### config.mk
export PLATFORM = sky130hd
export DESIGN_NAME = rv32sde_decode
export DESIGN_NICKNAME = d
export VERILOG_FILES = /design/src/rtl/core/rv32sde_pkg.sv /design/src/rtl/core/rv32sde_decode.sv
export SDC_FILE = /design/constraint.sdc
export NUM_CORES = 1
export LEC_CHECK = 0
export ABC_AREA = 1
export BUFFER_PORTS_ARGS = -buffer_cell sky130_fd_sc_hd__buf_4
export CAP_MARGIN = 5
export CORE_MARGIN = 2
export CORE_UTILIZATION = 35
export DETAILED_ROUTE_END_ITERATION = 8
export GPL_TIMING_DRIVEN = 0
export PLACE_DENSITY = 0.9
export SLEW_MARGIN = 20
export SYNTH_ARGS = -nofsm -noshare
export SYNTH_HDL_FRONTEND = slang
export SYNTH_SLANG_ARGS = --single-unit
### constraint.sdc
create_clock -name vclk -period 1.53
set_clock_uncertainty 0.05 [all_clocks]
set_input_delay 0.153 -clock vclk [all_inputs]
set_output_delay 0.153 -clock vclk [all_outputs]
set_load 0.01 [all_outputs]
### src/rtl/core/rv32sde_pkg.sv
// Shared types, opcode constants and sizes for the RV32 subset decode/execute block.
package rv32sde_pkg;

  // Data memory size in bytes; a power of two, stored as four byte lanes.
  localparam int MemBytes = 4096;
  localparam int Lanes    = 4;
  localparam int LaneW    = $clog2(Lanes);
  localparam int MemRows  = MemBytes / Lanes;
  localparam int RowW     = $clog2(MemRows);
  localparam int AddrW    = $clog2(MemBytes);

  localparam int NumRegs  = 32;
  localparam int RegW     = $clog2(NumRegs);
  localparam int XLen     = 32;

  // Depth of the queue between decode and execute.
  localparam int QDepth   = 2;
  localparam int QPtrW    = $clog2(QDepth);
  localparam int QCntW    = $clog2(QDepth + 1);

  // Reset value of the start address register, which is also the pc after reset.
  localparam logic [XLen-1:0] PcRst = 32'h0000_0000;

  localparam logic [6:0] OpcOpImm = 7'b0010011;
  localparam logic [6:0] OpcJalr  = 7'b1100111;
  localparam logic [6:0] OpcOp    = 7'b0110011;
  localparam logic [6:0] OpcLui   = 7'b0110111;
  localparam logic [6:0] OpcLoad  = 7'b0000011;
  localparam logic [6:0] OpcStore = 7'b0100011;

  localparam logic [2:0] F3Zero   = 3'b000;
  localparam logic [2:0] F3Word   = 3'b010;
  localparam logic [2:0] F3ByteU  = 3'b100;
  localparam logic [6:0] F7Zero   = 7'b0000000;

  localparam logic [XLen-1:0] UpperMask = 32'hFFFF_F000;

  typedef enum logic [3:0] {
    KindAddi = 4'd0,
    KindJalr = 4'd1,
    KindAdd  = 4'd2,
    KindLui  = 4'd3,
    KindLw   = 4'd4,
    KindLbu  = 4'd5,
    KindSb   = 4'd6,
    KindSw   = 4'd7,
    KindBad  = 4'd8
  } kind_e;

  // One decoded instruction as it travels from decode to execute.
  typedef struct packed {
    kind_e            kind;
    logic             wr;    // writes a register other than x0
    logic [RegW-1:0]  rd;    // zero when wr is low
    logic [RegW-1:0]  rs1;
    logic [RegW-1:0]  rs2;
    logic [XLen-1:0]  imm;
  } op_t;

endpackage

### src/rtl/core/rv32sde_decode.sv
// Front end: classifies an instruction word and extracts its register fields and immediate.
module rv32sde_decode (
  input  logic [31:0]        instr_i,
  output rv32sde_pkg::op_t   op_o
);
  import rv32sde_pkg::*;

  logic [6:0]      opcode;
  logic [2:0]      f3;
  logic [6:0]      f7;
  logic [XLen-1:0] imm_i;
  logic [XLen-1:0] imm_s;
  kind_e           kind;
  logic            writes;

  assign opcode = instr_i[6:0];
  assign f3     = instr_i[14:12];
  assign f7     = instr_i[31:25];
  assign imm_i  = {{20{instr_i[31]}}, instr_i[31:20]};
  assign imm_s  = {{20{instr_i[31]}}, instr_i[31:25], instr_i[11:7]};

  always_comb begin
    kind = KindBad;
    case (opcode)
      OpcOpImm: begin
        if (f3 == F3Zero) kind = KindAddi;
      end
      OpcJalr: begin
        if (f3 == F3Zero) kind = KindJalr;
      end
      OpcOp: begin
        if (f3 == F3Zero && f7 == F7Zero) kind = KindAdd;
      end
      OpcLui: begin
        kind = KindLui;
      end
      OpcLoad: begin
        if (f3 == F3Word) kind = KindLw;
        else if (f3 == F3ByteU) kind = KindLbu;
      end
      OpcStore: begin
        if (f3 == F3Zero) kind = KindSb;
        else if (f3 == F3Word) kind = KindSw;
      end
      default: kind = KindBad;
    endcase
  end

  assign writes = (kind inside {KindAddi, KindJalr, KindAdd, KindLui, KindLw, KindLbu}) &&
                  (instr_i[11:7] != '0);

  always_comb begin
    op_o.kind = kind;
    op_o.wr   = writes;
    op_o.rd   = writes ? instr_i[11:7] : '0;
    op_o.rs1  = instr_i[19:15];
    op_o.rs2  = instr_i[24:20];
    case (kind)
      KindLui:        op_o.imm = instr_i & UpperMask;
      KindSb, KindSw: op_o.imm = imm_s;
      default:        op_o.imm = imm_i;
    endcase
  end

endmodule

=== Word-level counts from Yosys, hierarchy flattened ===
Index checks and enable logic that the tools add are counted.

* Reductions and logical operators: 8
* Muxes and demuxes: 10
* Equality and inequality tests: 15

{| class="wikitable"
|+ Operators with widths
! cell !! count
|-
| $pmux 31 s2 || 1
|-
| $mux 4 || 7
|-
| $pmux 4 s6 || 1
|-
| $eq 7x6->1 const B || 3
|-
| $eq 4x3->1 const B || 4
|-
| $eq 4x2->1 const B || 2
|-
| $eq 7x2->1 const B || 1
|-
| $eq 7x5->1 const B || 1
|-
| $eq 7x7->1 const B || 1
|-
| $logic_not 7->1 || 1
|-
| $reduce_bool 6->1 || 1
|-
| $mux 5 || 1
|-
| $reduce_bool 5->1 || 1
|-
| $eq 4x1->1 const B || 1
|-
| $logic_not 4->1 || 1
|-
| $eq 3x2->1 const B || 1
|-
| $eq 3x3->1 const B || 1
|-
| $logic_not 3->1 || 1
|-
| $logic_and 1x1->1 || 2
|-
| $reduce_or 2->1 || 1
|}

* Output and inout bits: 52
* Word-level logic and storage cells: 33
* Bits in registers: 0
* Bits of input ports: 32

=== Logic depth before layout (Yosys ltp) ===
* Word-level depth: 8
* Depth in mapped cells: 10
* Depth with buffers taken out: 9

=== Worst setup path after synthesis ===
No wires, ideal clock.

* Path type: input -> output
* Start point: in instr_i[1]
* End point: out op_o[47] in the netlist's numbering
* Data required time: 1.327 ns
* Arrival: 1.026 ns
* Path buffers: 1
* Stages: 10
* Slack: 0.301 ns
* Cells stage by stage: nand2_1 inv_2 nand3_1 nor2_1 nor2_1 nor2_1 nor2_4 nand4_4 inv_1 buf_4

* Cells in the longest elaborated chain, start to end: 5
* Elaborated cells between the ends (all ways): 15
* Classes of those cells: 11 x eq/ne; 1 x mux; 3 x reduce/logical

{| class="wikitable"
|+ RTL lines
! element !! RTL line !! RTL
|-
| start: declaration || rv32sde_decode.sv:3 || <nowiki>input logic [31:0] instr_i,</nowiki>
|-
| $eq 7x6->1, or another cell as far along || rv32sde_decode.sv:24 || <nowiki>case (opcode)</nowiki>
|-
| $pmux 4 s6 * || rv32sde_decode.sv:24 ||
|-
| $eq 4x1->1, or another cell as far along || rv32sde_decode.sv:49 || <nowiki>assign writes = (kind inside {KindAddi, KindJalr, KindAdd, KindLui, KindLw, KindLbu}) &&</nowiki>
|-
| $reduce_bool 6->1 * || rv32sde_decode.sv:49 ||
|-
| $logic_and 1x1->1 * || rv32sde_decode.sv:49 ||
|-
| end: declaration || rv32sde_decode.sv:4 || <nowiki>output rv32sde_pkg::op_t op_o</nowiki>
|}

Mark *: on every way between the ends. The rest lies on a longest branch, timed or not.

==> flow_metrics.tcl <==
set metrics [dict create \
    area.sequential_um2 0 \
    holdBufCountCts 0 \
    critical_setup_path_class "primary input to output pin" \
    critical_path_required_ns 1.33 \
    worstHoldPathType "primary input to output pin" \
    grt_use_total_pct 20.0 \
    synth.avg_cell_area_um2 5.08 \
    place.detailed.hpwl_um 2230 \
    antenna_found_initial 0 \
    synth-compound-area-share_pct 16.1 \
    placement.io_buffers 84 \
    global_route_wire_length_before_repair_um 3470 \
    synth_adder_area_share_pct 0 \
    detail-route-antenna-nets 0 \
    min_to "op_o[33]" \
    timing.hold.ws_ns 0.528 \
    first_global_vias 927 \
    timing.final.crit_share_pct 97.8 \
    combinational_family_with_the_most_area_after_synthesis "simple AND/OR/NAND/NOR gates" \
    placed_cell_area_mm2 0.00135 \
    final_critical_path_setup_slack_ns 0.0341 \
    final_cell_area_mm2 0.00149 \
    timing.max_slew.rel_slack_pct 85.9 \
    vdd_ir_drop_max_mv 0.163 \
    syn_to_final_growth_pct 117 \
    post-route-drc-count 0 \
    power.density_cell_area_mw_per_mm2 237 \
    leakagePower_nw 0.844 \
    final.setup.tns_ns 0 \
    finalHoldViolations 0 \
    postSynthCellCount 135 \
    post_drt_wl_per_cell_um 11.1 \
    synth_top_cell_by_area "sky130_fd_sc_hd__buf_4" \
    fp.dieArea_mm2 0.00233 \
    largest_net_degree_at_the_start_of_global_routing 11 \
    endpoint_type_of_the_worst_setup_path "output pin" \
    ys_warn_count 0 \
    detail_route.wirelength_um 2790 \
    synthesis.area_um2 686 \
    hp-start "instr_i[21]" \
    min_period_ns 1.50 \
    post_synth_main_area_contributors "sky130_fd_sc_hd__buf_4, sky130_fd_sc_hd__nand2_1, sky130_fd_sc_hd__nor2_1" \
    die_width_um 48.3 \
    rsz0062_at_grt "true" \
    io_pins 84 \
    yosys.area_share.simple_pct 54.0 \
    design.core.area_mm2 0.00190 \
    yosysTopAreaCellShare_pct 14.2 \
    synth.yosys.seq_area_share_pct 0 \
    final-max-slew-violation-count 0 \
    antenna_cells_inserted 0 \
    clkbuf_count 0 \
    seq_cell_count 0 \
    outcome "complete, no violations" \
    maximum_capacitance_violations 0 \
    die_h_um 48.3 \
    tightest_slew_ns 0.209 \
    maximum_net_fanout_on_the_critical_path 3 \
    crit_path_start_kind "primary input" \
    post_route_cells_drive_above_1_share_pct 60.3 \
    max_freq_ghz 0.669 \
    post_synth_xor_xnor_area_pct 0 \
    setup_viol 0 \
    min_path_cells 3 \
    postSynthNetCount 167 \
    layout.filler_cells 133 \
    placed_cells_incl_taps 246 \
    initial_core_util_pct 36.1 \
    worstPathArrival_ns 1.29 \
    synth_cell_type_count 18 \
    detailroute.via_count 1164 \
    detail_route.iter0.violations 20 \
    layout.cells.non_filler 251 \
    placement.setup.worst_slack_ns -0.0434 \
    row_count 16 \
    vias_per_cell 4.64 \
    gp_congestion 0.845 \
    post_synth_mux_area_share_pct 0 \
    drt-pass1-iter-count 4 \
    overflow 0 \
    final_nets 258 \
]
placed cells by master, fill, tap and decap left out:
cell type	Yosys	layout
sky130_fd_sc_hd__a31o_1	1	1
sky130_fd_sc_hd__inv_2	4	5
sky130_fd_sc_hd__nand4_1	3	3
sky130_fd_sc_hd__o21ai_1	9	9
sky130_fd_sc_hd__nor2_1	24	15
sky130_fd_sc_hd__o21ai_0	5	5
sky130_fd_sc_hd__buf_4	13	94
sky130_fd_sc_hd__buf_12	0	1
sky130_fd_sc_hd__inv_1	22	21
sky130_fd_sc_hd__nor3_4	1	1
sky130_fd_sc_hd__nor2_4	1	5
sky130_fd_sc_hd__nand3_1	7	5
sky130_fd_sc_hd__nand2_4	0	1
sky130_fd_sc_hd__nand2_2	2	2
sky130_fd_sc_hd__nand2_1	26	25
sky130_fd_sc_hd__nand3_2	3	5
sky130_fd_sc_hd__o22ai_1	5	5
sky130_fd_sc_hd__buf_6	0	7
sky130_fd_sc_hd__nand4_4	1	1
sky130_fd_sc_hd__nor2_2	6	11
sky130_fd_sc_hd__buf_2	2	2
where the power goes:
group	internal (mW)	switching (mW)
Combinational	0.193	0.159
Sequential	0	0
Clock	0	0
cell usage after synthesis (all sizes together):
| library cell | count |
|---|---|
| nand4 | 4 |
| o21ai | 14 |
| nand3 | 10 |
| inv | 26 |
| buf | 15 |
| a31o | 1 |
| nand2 | 28 |
| nor3 | 1 |
| o22ai | 5 |
| nor2 | 31 |
repair_timing:
| action | 4_1_cts | 5_1_grt |
|---|---|---|
| pin swaps | 0 | 13 |
| setup endpoints to repair | 11 | 28 |
| buffers inserted | 0 | 6 |
| resized for setup | 1 | 24 |
worst max-delay path: stages:
cell and delay, ns:
sky130_fd_sc_hd__buf_6 0.09, sky130_fd_sc_hd__nor2_2 0.09, sky130_fd_sc_hd__nand2_1 0.07, sky130_fd_sc_hd__nor2_2 0.14, sky130_fd_sc_hd__nand2_1 0.06, sky130_fd_sc_hd__nand2_1 0.08
sky130_fd_sc_hd__nand3_2 0.08, sky130_fd_sc_hd__nor2_4 0.17, sky130_fd_sc_hd__nand3_2 0.10, sky130_fd_sc_hd__nor2_1 0.13, sky130_fd_sc_hd__buf_4 0.13
kinds of logic after synthesis:
kind of cell | count (synthesis)
compound gates | 20
buf+inv | 41
simple gates | 74
layer usage:
metal,track usage (%),share of wire [%],vias up
met4,2.16,1.3,0
li1,-,-,592
met3,1.48,6.1,4
met1,20.9,36,522
met5,0,0,-
met2,42.9,57,46
layout make-up:
class	count	area (um^2)	area share, %
Tap cell	27	33.8	2.27
Inverter	26	97.6	6.57
Timing Repair Buffer	90	711	47.8
Multi-Input combinational cell	94	541	36.4
Buffer	14	104	6.99
per-stage QoR:
step                util [%]  total power, mW
finish                  78.2            0.352
global route            78.2            0.380
CTS                     71.1            0.325
detailed placement      71.0            0.324
global placement        71.0            0.316
floorplan                  -            0.135
worst max-delay path by stage:
stage	startpoint	to	slack (ns)
floorplan	instr_i[1]	op_o[47]	0.30
global route	instr_i[26]	op_o[45]	-0.08
detailed placement	instr_i[2]	op_o[47]	-0.04
finish	instr_i[26]	op_o[46]	0.03
CTS	instr_i[6]	op_o[25]	-0.03
global placement	instr_i[2]	op_o[47]	-0.02
(Power assumes the default switching activity.)
