`config.mk`:
```
export PLATFORM = sky130hd
export DESIGN_NAME = rv32sde_queue
export DESIGN_NICKNAME = d
export VERILOG_FILES = /design/src/rtl/core/rv32sde_pkg.sv /design/src/rtl/core/rv32sde_queue.sv
export SDC_FILE = /design/constraint.sdc
export NUM_CORES = 1
export LEC_CHECK = 0
export ABC_AREA = 1
export BUFFER_PORTS_ARGS = -buffer_cell sky130_fd_sc_hd__buf_4
export CAP_MARGIN = 20
export CORE_MARGIN = 2
export CORE_UTILIZATION = 56
export DETAILED_ROUTE_END_ITERATION = 7
export PLACE_DENSITY = 0.84
export SKIP_CTS_REPAIR_TIMING = 1
export SLEW_MARGIN = 20
export SYNTH_ARGS = -nofsm -noshare
export SYNTH_HDL_FRONTEND = slang
export SYNTH_SLANG_ARGS = --single-unit
```
`constraint.sdc`:
```
create_clock -name clk_i -period 6.8 [get_ports clk_i]
set_input_delay 0.34 -clock clk_i [delete_from_list [all_inputs] [get_ports clk_i]]
set_output_delay 0.34 -clock clk_i [all_outputs]
set_load 0.01 [all_outputs]
```
`src/rtl/core/rv32sde_pkg.sv`:
```
// Shared types, opcode constants and sizes for the RV32 subset decode/execute block.
package rv32sde_pkg;

  // Data memory size in bytes; a power of two, stored as four byte lanes.
  localparam int MemBytes = 4096;
  localparam int Lanes    = 4;
  localparam int LaneW    = $clog2(Lanes);
  localparam int MemRows  = MemBytes / Lanes;
  localparam int RowW     = $clog2(MemRows);
  localparam int AddrW    = $clog2(MemBytes);

  localparam int NumRegs  = 32;
  localparam int RegW     = $clog2(NumRegs);
  localparam int XLen     = 32;

  // Depth of the queue between decode and execute.
  localparam int QDepth   = 2;
  localparam int QPtrW    = $clog2(QDepth);
  localparam int QCntW    = $clog2(QDepth + 1);

  // Reset value of the start address register, which is also the pc after reset.
  localparam logic [XLen-1:0] PcRst = 32'h0000_0000;

  localparam logic [6:0] OpcOpImm = 7'b0010011;
  localparam logic [6:0] OpcJalr  = 7'b1100111;
  localparam logic [6:0] OpcOp    = 7'b0110011;
  localparam logic [6:0] OpcLui   = 7'b0110111;
  localparam logic [6:0] OpcLoad  = 7'b0000011;
  localparam logic [6:0] OpcStore = 7'b0100011;

  localparam logic [2:0] F3Zero   = 3'b000;
  localparam logic [2:0] F3Word   = 3'b010;
  localparam logic [2:0] F3ByteU  = 3'b100;
  localparam logic [6:0] F7Zero   = 7'b0000000;

  localparam logic [XLen-1:0] UpperMask = 32'hFFFF_F000;

  typedef enum logic [3:0] {
    KindAddi = 4'd0,
    KindJalr = 4'd1,
    KindAdd  = 4'd2,
    KindLui  = 4'd3,
    KindLw   = 4'd4,
    KindLbu  = 4'd5,
    KindSb   = 4'd6,
    KindSw   = 4'd7,
    KindBad  = 4'd8
  } kind_e;

  // One decoded instruction as it travels from decode to execute.
  typedef struct packed {
    kind_e            kind;
    logic             wr;    // writes a register other than x0
    logic [RegW-1:0]  rd;    // zero when wr is low
    logic [RegW-1:0]  rs1;
    logic [RegW-1:0]  rs2;
    logic [XLen-1:0]  imm;
  } op_t;

endpackage

```
`src/rtl/core/rv32sde_queue.sv`:
```
// Short queue of decoded instructions between the decode and execute sides.
module rv32sde_queue (
  input  logic              clk_i,
  input  logic              rst_ni,
  input  logic              push_i,
  input  rv32sde_pkg::op_t  op_i,
  output logic              full_o,
  input  logic              pop_i,
  output logic              valid_o,
  output rv32sde_pkg::op_t  op_o
);
  import rv32sde_pkg::*;

  op_t              entry_q [QDepth];
  logic [QPtrW-1:0] wr_ptr_q, wr_ptr_d;
  logic [QPtrW-1:0] rd_ptr_q, rd_ptr_d;
  logic [QCntW-1:0] count_q, count_d;

  assign full_o  = (count_q == QCntW'(QDepth));
  assign valid_o = (count_q != '0);
  assign op_o    = entry_q[rd_ptr_q];

  always_comb begin
    wr_ptr_d = wr_ptr_q;
    rd_ptr_d = rd_ptr_q;
    count_d  = count_q;
    if (push_i) begin
      wr_ptr_d = (wr_ptr_q == QPtrW'(QDepth - 1)) ? '0 : wr_ptr_q + 1'b1;
    end
    if (pop_i) begin
      rd_ptr_d = (rd_ptr_q == QPtrW'(QDepth - 1)) ? '0 : rd_ptr_q + 1'b1;
    end
    if (push_i && !pop_i) begin
      count_d = count_q + 1'b1;
    end else if (pop_i && !push_i) begin
      count_d = count_q - 1'b1;
    end
  end

  always_ff @(posedge clk_i or negedge rst_ni) begin
    if (!rst_ni) begin
      wr_ptr_q <= '0;
      rd_ptr_q <= '0;
      count_q  <= '0;
    end else begin
      wr_ptr_q <= wr_ptr_d;
      rd_ptr_q <= rd_ptr_d;
      count_q  <= count_d;
    end
  end

  always_ff @(posedge clk_i) begin
    if (push_i) begin
      entry_q[wr_ptr_q] <= op_i;
    end
  end

endmodule

```
---- Yosys cells after proc, flatten, opt, wreduce, memory -nomap -nowiden ----
Memory sizes are Yosys's and may differ from the RTL's.
Index checks and enable logic that the tools add are counted.
W data, S select, Z words.
word-level totals
  register bits ........................... 4
  memory bits (writable) .................. 104
  output and inout port bits .............. 54
  word-level logic and storage cells ...... 21
  memories kept ........................... 1
operators by class
  $add $sub $neg .......................... 4
  equal/unequal tests ..................... 1
  multiplexer cells ....................... 6
  reductions and logical operators ........ 6
memories
  name     depth  bits a word  rd ports  clocked after memory_dff  wr ports  line                 RTL
  entry_q  2      52           1         0                         1         rv32sde_queue.sv:14  op_t entry_q [QDepth];
operators by type and width
  cell                   number
  $mux W1                4
  $mux W2                2
  $reduce_bool A2 Y1     2
  $add A1 B1 Y1 const B  2
  $add A2 B1 Y2 const B  1
  $eq A2 B2 Y1 const B   1
  $logic_and A1 B1 Y1    2
  $logic_not A1 Y1       2
  $sub A2 B1 Y2 const B  1

---- Logic depth before layout (Yosys ltp) ----
Gate-level depths: netlist of run 1.
  depth in word-level cells ............... 4
  depth in mapped cells ................... 7
  gate-level depth less buffers ........... 7

---- Worst setup path before layout of run 1 ----
Ideal clock, no wire load.
  path type ............................... reg2reg
  start point ............................. register wr_ptr_q
  end point ............................... memory entry_q[0][0] (netlist bit) (enable)
  setup time .............................. 463 ps
  arrival ................................. 2591 ps
  required time ........................... 6337 ps
  setup slack ............................. 3746 ps
  stages on the path, launching flop included .. 2
  buffers on the path ..................... 0
  clock period less this slack ............ 3054 ps
  path through ............................ dfrtp_1 -> nor2_1
RTL lines
  item                    line                 RTL
  from (decl)             rv32sde_queue.sv:15  logic [QPtrW-1:0] wr_ptr_q, wr_ptr_d;
  from (signal assigned)  rv32sde_queue.sv:46  wr_ptr_q <= wr_ptr_d;
  to (decl)               rv32sde_queue.sv:14
Straight into the memory's write port.

==> results.sh, run 1 <==
export IMPL_gp_congestion=0.6989
export IMPL_grt_overflow_total=0
export IMPL_max_clock_freq_mhz=418.9
export IMPL_vdd_drop_max_mv=0.2490
export IMPL_synth_sequential_area_ratio=0.7655
export IMPL_grt_pass1_vias=2043
export IMPL_synth_area_um2=4210
export IMPL_dp_hpwl_um=4194
export IMPL_grt_total_usage=0.1630
export IMPL_cts_root_buf="clkbuf_8"
export IMPL_drt_vias_per_instance=4.980
export IMPL_cp_arrival_ps=2050
export IMPL_wirelength_um=6415
export IMPL_yosysTopAreaCell="edfxtp_1"
export IMPL_initial_core_util=0.5805
export IMPL_maxCapViolCount=0
export IMPL_tightest_slew_ps=977.8
export IMPL_period_minus_slack_ps=2387
export IMPL_diodes=0
export IMPL_hold_class="input port to register"
export IMPL_synth_top_area_share=0.7418
export IMPL_period_share=0.3511
export IMPL_holdWs_ps=157.0
export IMPL_htreeDepth=3
export IMPL_final_area_um2=5294
export IMPL_worstSetupPathType="register to output port"
export IMPL_worstSkewPairLatency_ps=350
export IMPL_dieArea_um2=8228
export IMPL_status="finished clean"
export IMPL_die_y_um=90.71
export IMPL_skew_ps=9.784
export IMPL_drtIter0Drc=108
export IMPL_clk_path_buf_depth=2
export IMPL_p_leak_nw=2.156
export IMPL_powerDensity_nw_per_um2=394.3
export IMPL_rsz0062_at_grt="no"
export IMPL_startpoint_type="register"
export IMPL_grt_max_degree=54
export IMPL_grt_antenna_before_repair=0
export IMPL_syn_area_per_cell_um2=22.51
export IMPL_yosys_warnings=0
export IMPL_ioPinCount=110
export IMPL_antenna_left=0
export IMPL_syn_num_nets=244
export IMPL_setup_tns_ps=0
export IMPL_drc_errors=0
export IMPL_ys_seq_elements=108
export IMPL_relSlewSlack=0.3481
export IMPL_finalHoldViolations=0
export IMPL_vias=2027
export IMPL_worstSetupEndpointType="output port"
export IMPL_drv_slew=0
export IMPL_drive_above_1_share=0.5877
export IMPL_wl_per_cell_um=15.76
export IMPL_critPathMaxFanout=53
export IMPL_drtPass1Iterations=4
export IMPL_grt_pass1_wl_um=10040
export IMPL_place_area_um2=5060
export IMPL_syn2layout_area_growth_pct=25.74
export IMPL_synth_area_top_cells="edfxtp_1 74%, mux2_4 17%, buf_12 2.4%"
export IMPL_synth_cell_type_count=14
export IMPL_cts_buffers=9
export IMPL_cts_tree="done"
export IMPL_core_um2=7253
export IMPL_cts_sinks=108
export IMPL_final_nets=360
export IMPL_num_rows=31
export IMPL_die_width_um=90.71
export IMPL_synthCells=187
export IMPL_port_buffers=109
export IMPL_cts_clk_slew_worst_paths_ps=100
export IMPL_crit_required_ps=6460
export IMPL_setup_viol=0
==> through the flow <==
step                setup slack, ps  utilization  total power, W  instances
detailed placement             4804       0.6976        0.001697        390
global placement               4824       0.6976        0.001678        390
global route                   4310       0.7299        0.002187        407
finish                         4413       0.7299        0.002087        407
floorplan                      3746            -        0.001459        187
CTS                            4379       0.7283        0.002113        406
==> report_power, final <==
group / internal [W] / total, W / switching [W]
Sequential: 0.000886 / 0.00101 / 0.000120
Clock: 0.000210 / 0.000418 / 0.000208
Combinational: 0.000416 / 0.000664 / 0.000248
Total: 0.00151 / 0.00209 / 0.000576
==> sequential cells by signal, indices dropped and copies added (netlist names) <==
| name | cells |
|---|---|
| count_q | 2 |
| wr_ptr_q | 1 |
| entry_q | 104 |
| rd_ptr_q | 1 |
==> cell families after synthesis <==
| logic type | count (synthesis) | synth area share |
|---|---|---|
| buffers and inverters | 13 | 0.03269 |
| muxes | 52 | 0.1828 |
| DFF | 108 | 0.7655 |
| xor gates and xnor gates | 3 | 0.006242 |
| adders and majority gates | 1 | 0.002971 |
| and+or+nand+nor | 10 | 0.009807 |
==> per-layer routing <==
| metal | vias up | global-route usage | wire length (um) |
|---|---|---|---|
| met2 | 72 | 0.2699 | 3268 |
| li1 | 948 | - | - |
| met1 | 995 | 0.2011 | 2654 |
| met4 | 0 | 0.07821 | 134 |
| met3 | 12 | 0.04174 | 357 |
| met5 | - | 0 | 0 |
==> critical path, stage by stage, from the launching register on <==
cell     delay (ps)
dfrtp_4        1080
mux2_2          430
buf_4           150
==> layout by cell type (no fill, tap or decap), types with 3 or more instances in the layout <==
cell	netlist	layout
buf_4	0	110
edfxtp_1	104	104
mux2_4	49	49
clkbuf_8	0	9
inv_1	7	6
nand2_1	6	6
mux2_2	3	3
dfrtp_1	4	3
==> final timing paths <==
kind                            start              to  slack [ps]  cells after the start
max                          rd_ptr_q        op_o[32]        4410                      2
min                             pop_i        rd_ptr_q         160                      2
max reg2reg                  wr_ptr_q  entry_q[0][20]        5030                      2
min reg2reg                count_q[1]      count_q[1]         490                      2
max in group asynchronous      rst_ni        rd_ptr_q        6360                      2
min in group asynchronous      rst_ni      count_q[0]         320                      2
==> final cells by class <==
type	count	area (um^2)
clock buffers	9	123.9
clock inverters	7	98.84
fillers	442	1959
inverters	7	27.53
multi-input cells	66	857.1
flip-flops and latches	108	3227
well taps	99	123.9
repair buffers	111	835.8
==> synthesized netlist by cell type <==
cell type	instances
mux2_2	3
ha_1	1
inv_1	7
nor2_1	2
dfrtp_1	4
nand2_1	6
xor2_1	2
buf_12	5
edfxtp_1	104
nand4_1	1
mux2_4	49
xnor2_1	1
nand3_1	1
buf_6	1
Power figures use the tool's default switching activity.
==> inputs of run 2 (changes only) <==
Settings changed: ABC_AREA 1 to 0, CORE_UTILIZATION 56 to 52, PLACE_DENSITY 0.84 to 0.79.
Clock period 6.8 ns to 2.3 ns, I/O delays scaled along.
==> run 2 against run 1 <==
  * Register-to-register slack lost 4300 ps
  * Count of clock-buffer cells in the layout is the same
  * Critical endpoint is now op_o[6]
  * First-iteration DRC count shrank 17%
  * Setup slack lost 3900 ps
  * Clock power grew 150%
  * Sequential power grew to 2.7 times the previous value
  * Largest cell class unchanged
  * Via count grew 7.7%
  * Critical path depth grew 1
  * Die area grew 6.9%
  * Non-clock buffer count grew 58
  * Core utilization grew 2.2 points
==> results.sh, run 2 <==
export IMPL_status="finished clean"
export IMPL_syn2layout_area_growth_pct=39.30
export IMPL_maxCapViolCount=0
export IMPL_ys_seq_elements=108
export IMPL_rsz0062_at_grt="no"
export IMPL_powerDensity_nw_per_um2=1049
export IMPL_synth_top_area_share=0.7449
export IMPL_regToRegEndpoint="entry_q[1][5]"
export IMPL_yosys_warnings=0
export IMPL_top_regs="entry_q x104, count_q x2"
export IMPL_drc_errors=0
export IMPL_worstSkewPairLatency_ps=360
export IMPL_die_width_um=93.80
export IMPL_drive_above_1_share=0.5182
export IMPL_synth_cell_type_count=14
export IMPL_port_buffers=109
export IMPL_drtPass1Iterations=4
export IMPL_critPathMaxStageDelay_ps=440
export IMPL_synth_area_um2=4193
export IMPL_clk_path_buf_depth=2
export IMPL_setup_tns_ps=0
export IMPL_max_clock_freq_mhz=566.5
export IMPL_place_ws_ps=756.8
export IMPL_cp_arrival_ps=1650
export IMPL_cts_sinks=108
export IMPL_synthCells=178
export IMPL_num_rows=32
export IMPL_async_flop_share=0.03704
export IMPL_largest_reg_flops=104
export IMPL_vdd_drop_max_mv=0.5900
export IMPL_htreeDepth=3
export IMPL_grt_pass1_vias=1993
export IMPL_fin_ws_ps=534.6
export IMPL_tightest_slew_ps=533.3
export IMPL_cts_root_buf="clkbuf_8"
export IMPL_ys_flop_type="edfxtp_1"
export IMPL_final_common_cell="buf_4"
export IMPL_period_minus_slack_ps=1765
export IMPL_cp_common_cell="buf_4"
export IMPL_final_util=0.7519
export IMPL_yosysTopAreaCell="edfxtp_1"
export IMPL_gp_congestion=0.6835
export IMPL_setup_viol=0
export IMPL_worstSetupPathType="register to output port"
export IMPL_rr_startpoint="wr_ptr_q"
export IMPL_worstPathCellList="buf_4 > mux2_4 > buf_4"
export IMPL_die_y_um=93.80
export IMPL_period_share=0.7676
export IMPL_crit_required_ps=2180
export IMPL_synth_sequential_area_ratio=0.7687
export IMPL_mostFrequentLayoutCells="111 x buf_4, 104 x edfxtp_1, 55 x dlygate4sd3_1"
export IMPL_drv_slew=0
export IMPL_r2r_slack_ps=760
export IMPL_grt_overflow_total=0
export IMPL_cts_clk_slew_worst_paths_ps=90
export IMPL_drt_vias_per_instance=4.758
export IMPL_cts_tree="done"
export IMPL_antenna_left=0
export IMPL_reg2regPathDepth=2
export IMPL_synth_most_common_cell="edfxtp_1"
export IMPL_wirelength_um=7363
export IMPL_synth_enable_flop_cells=104
export IMPL_finalHoldViolations=0
export IMPL_dieArea_um2=8798
export IMPL_largest_register="entry_q"
export IMPL_skew_ps=8.903
export IMPL_grt_pass1_wl_um=9673
export IMPL_wl_per_cell_um=16.04
export IMPL_initial_core_util=0.5398
export IMPL_critPathMaxFanout=21
export IMPL_dp_hpwl_um=4387
export IMPL_vias=2184
export IMPL_drtIter0Drc=90
export IMPL_worstSetupEndpointType="output port"
export IMPL_grt_max_degree=42
export IMPL_relSlewSlack=0.6445
export IMPL_crit_slowest_cell="dfrtp_4"
export IMPL_synthTopCellsByCount="104 x edfxtp_1, 49 x mux2_4, 5 x buf_12, 4 x dfrtp_1, 4 x xor2_1"
export IMPL_core_um2=7767
export IMPL_ioPinCount=110
export IMPL_cts_buffers=9
export IMPL_grt_antenna_before_repair=0
export IMPL_synth_area_top_cells="edfxtp_1 74%, mux2_4 18%, buf_12 2.4%"
export IMPL_final_nets=409
export IMPL_p_leak_nw=2.358
export IMPL_hold_class="input port to asynchronous set/reset pin"
export IMPL_syn_num_nets=235
export IMPL_diodes=0
export IMPL_grt_total_usage=0.1488
export IMPL_syn_area_per_cell_um2=23.55
export IMPL_startpoint_type="register"
[run 2: metal layers]
metal,vias up,track usage,wire length [um]
li1,1039,-,-
met1,1058,0.1924,3109
met2,78,0.2411,3717
met3,9,0.04334,448
met4,0,0.05435,88
met5,-,0,0
[run 2: worst max-delay path by stage]
| stage | start | endpoint | slack (ps) | cells after the start |
|---|---|---|---|---|
| 2_1_floorplan | wr_ptr_q | entry_q[0][0] | 110 | 1 |
| 3_3_place_gp | wr_ptr_q | entry_q[1][2] | 770 | 2 |
| 3_5_place_dp | wr_ptr_q | entry_q[1][2] | 760 | 2 |
| 4_1_cts | rd_ptr_q | op_o[7] | 510 | 3 |
| 5_1_grt | rd_ptr_q | op_o[6] | 460 | 3 |
| 6_report | rd_ptr_q | op_o[6] | 530 | 3 |
[run 2: area by class of cell]
type | count | area, um^2
Clock inverter | 7 | 51.30
Multi-Input combinational cell | 63 | 863.3
Inverter | 1 | 3.754
Timing Repair Buffer | 169 | 1444
Fill cell | 456 | 1927
Tap cell | 102 | 127.6
Clock buffer | 9 | 123.9
Sequential cell | 108 | 3227
[run 2: metrics by stage]
step,cells,hold WS (ps),instance area [um^2],total power (W)
global route,459,85.24,5841,0.006418
global placement,388,-87.86,5115,0.005039
finish,459,96.08,5841,0.006129
detailed placement,388,-87.22,5115,0.005082
floorplan,178,-180.6,4195,0.004308
CTS,404,-474.7,5290,0.006095
[run 2: logic make-up (layout without fill, tap and decap cells)]
family                   after synthesis  in the layout  share of synthesized area
XOR/XNOR                               5              5                    0.01044
flip-flops                           108            108                     0.7687
buffers and inverters                  7            186                    0.02745
AND/OR/NAND/NOR                        5              5                   0.006864
adder cells (fa/ha/maj)                1              1                   0.002984
multiplexers                          52             52                     0.1835
[run 2: worst max-delay path: cells and delay by family (launching register included)]
family / cells / cell delay [ps]
buf+inv: 2 / 510
flops: 1 / 440
mux: 1 / 350
[run 2: report_power, final]
| group | leakage (nW) | internal, W | switching, W | total (W) |
|---|---|---|---|---|
| registers | 1.02 | 0.00262 | 0.000122 | 0.00274 |
| clock network | 0.0812 | 0.000400 | 0.000631 | 0.00103 |
| logic | 1.26 | 0.00136 | 0.00101 | 0.00236 |
| total | 2.36 | 0.00437 | 0.00176 | 0.00613 |
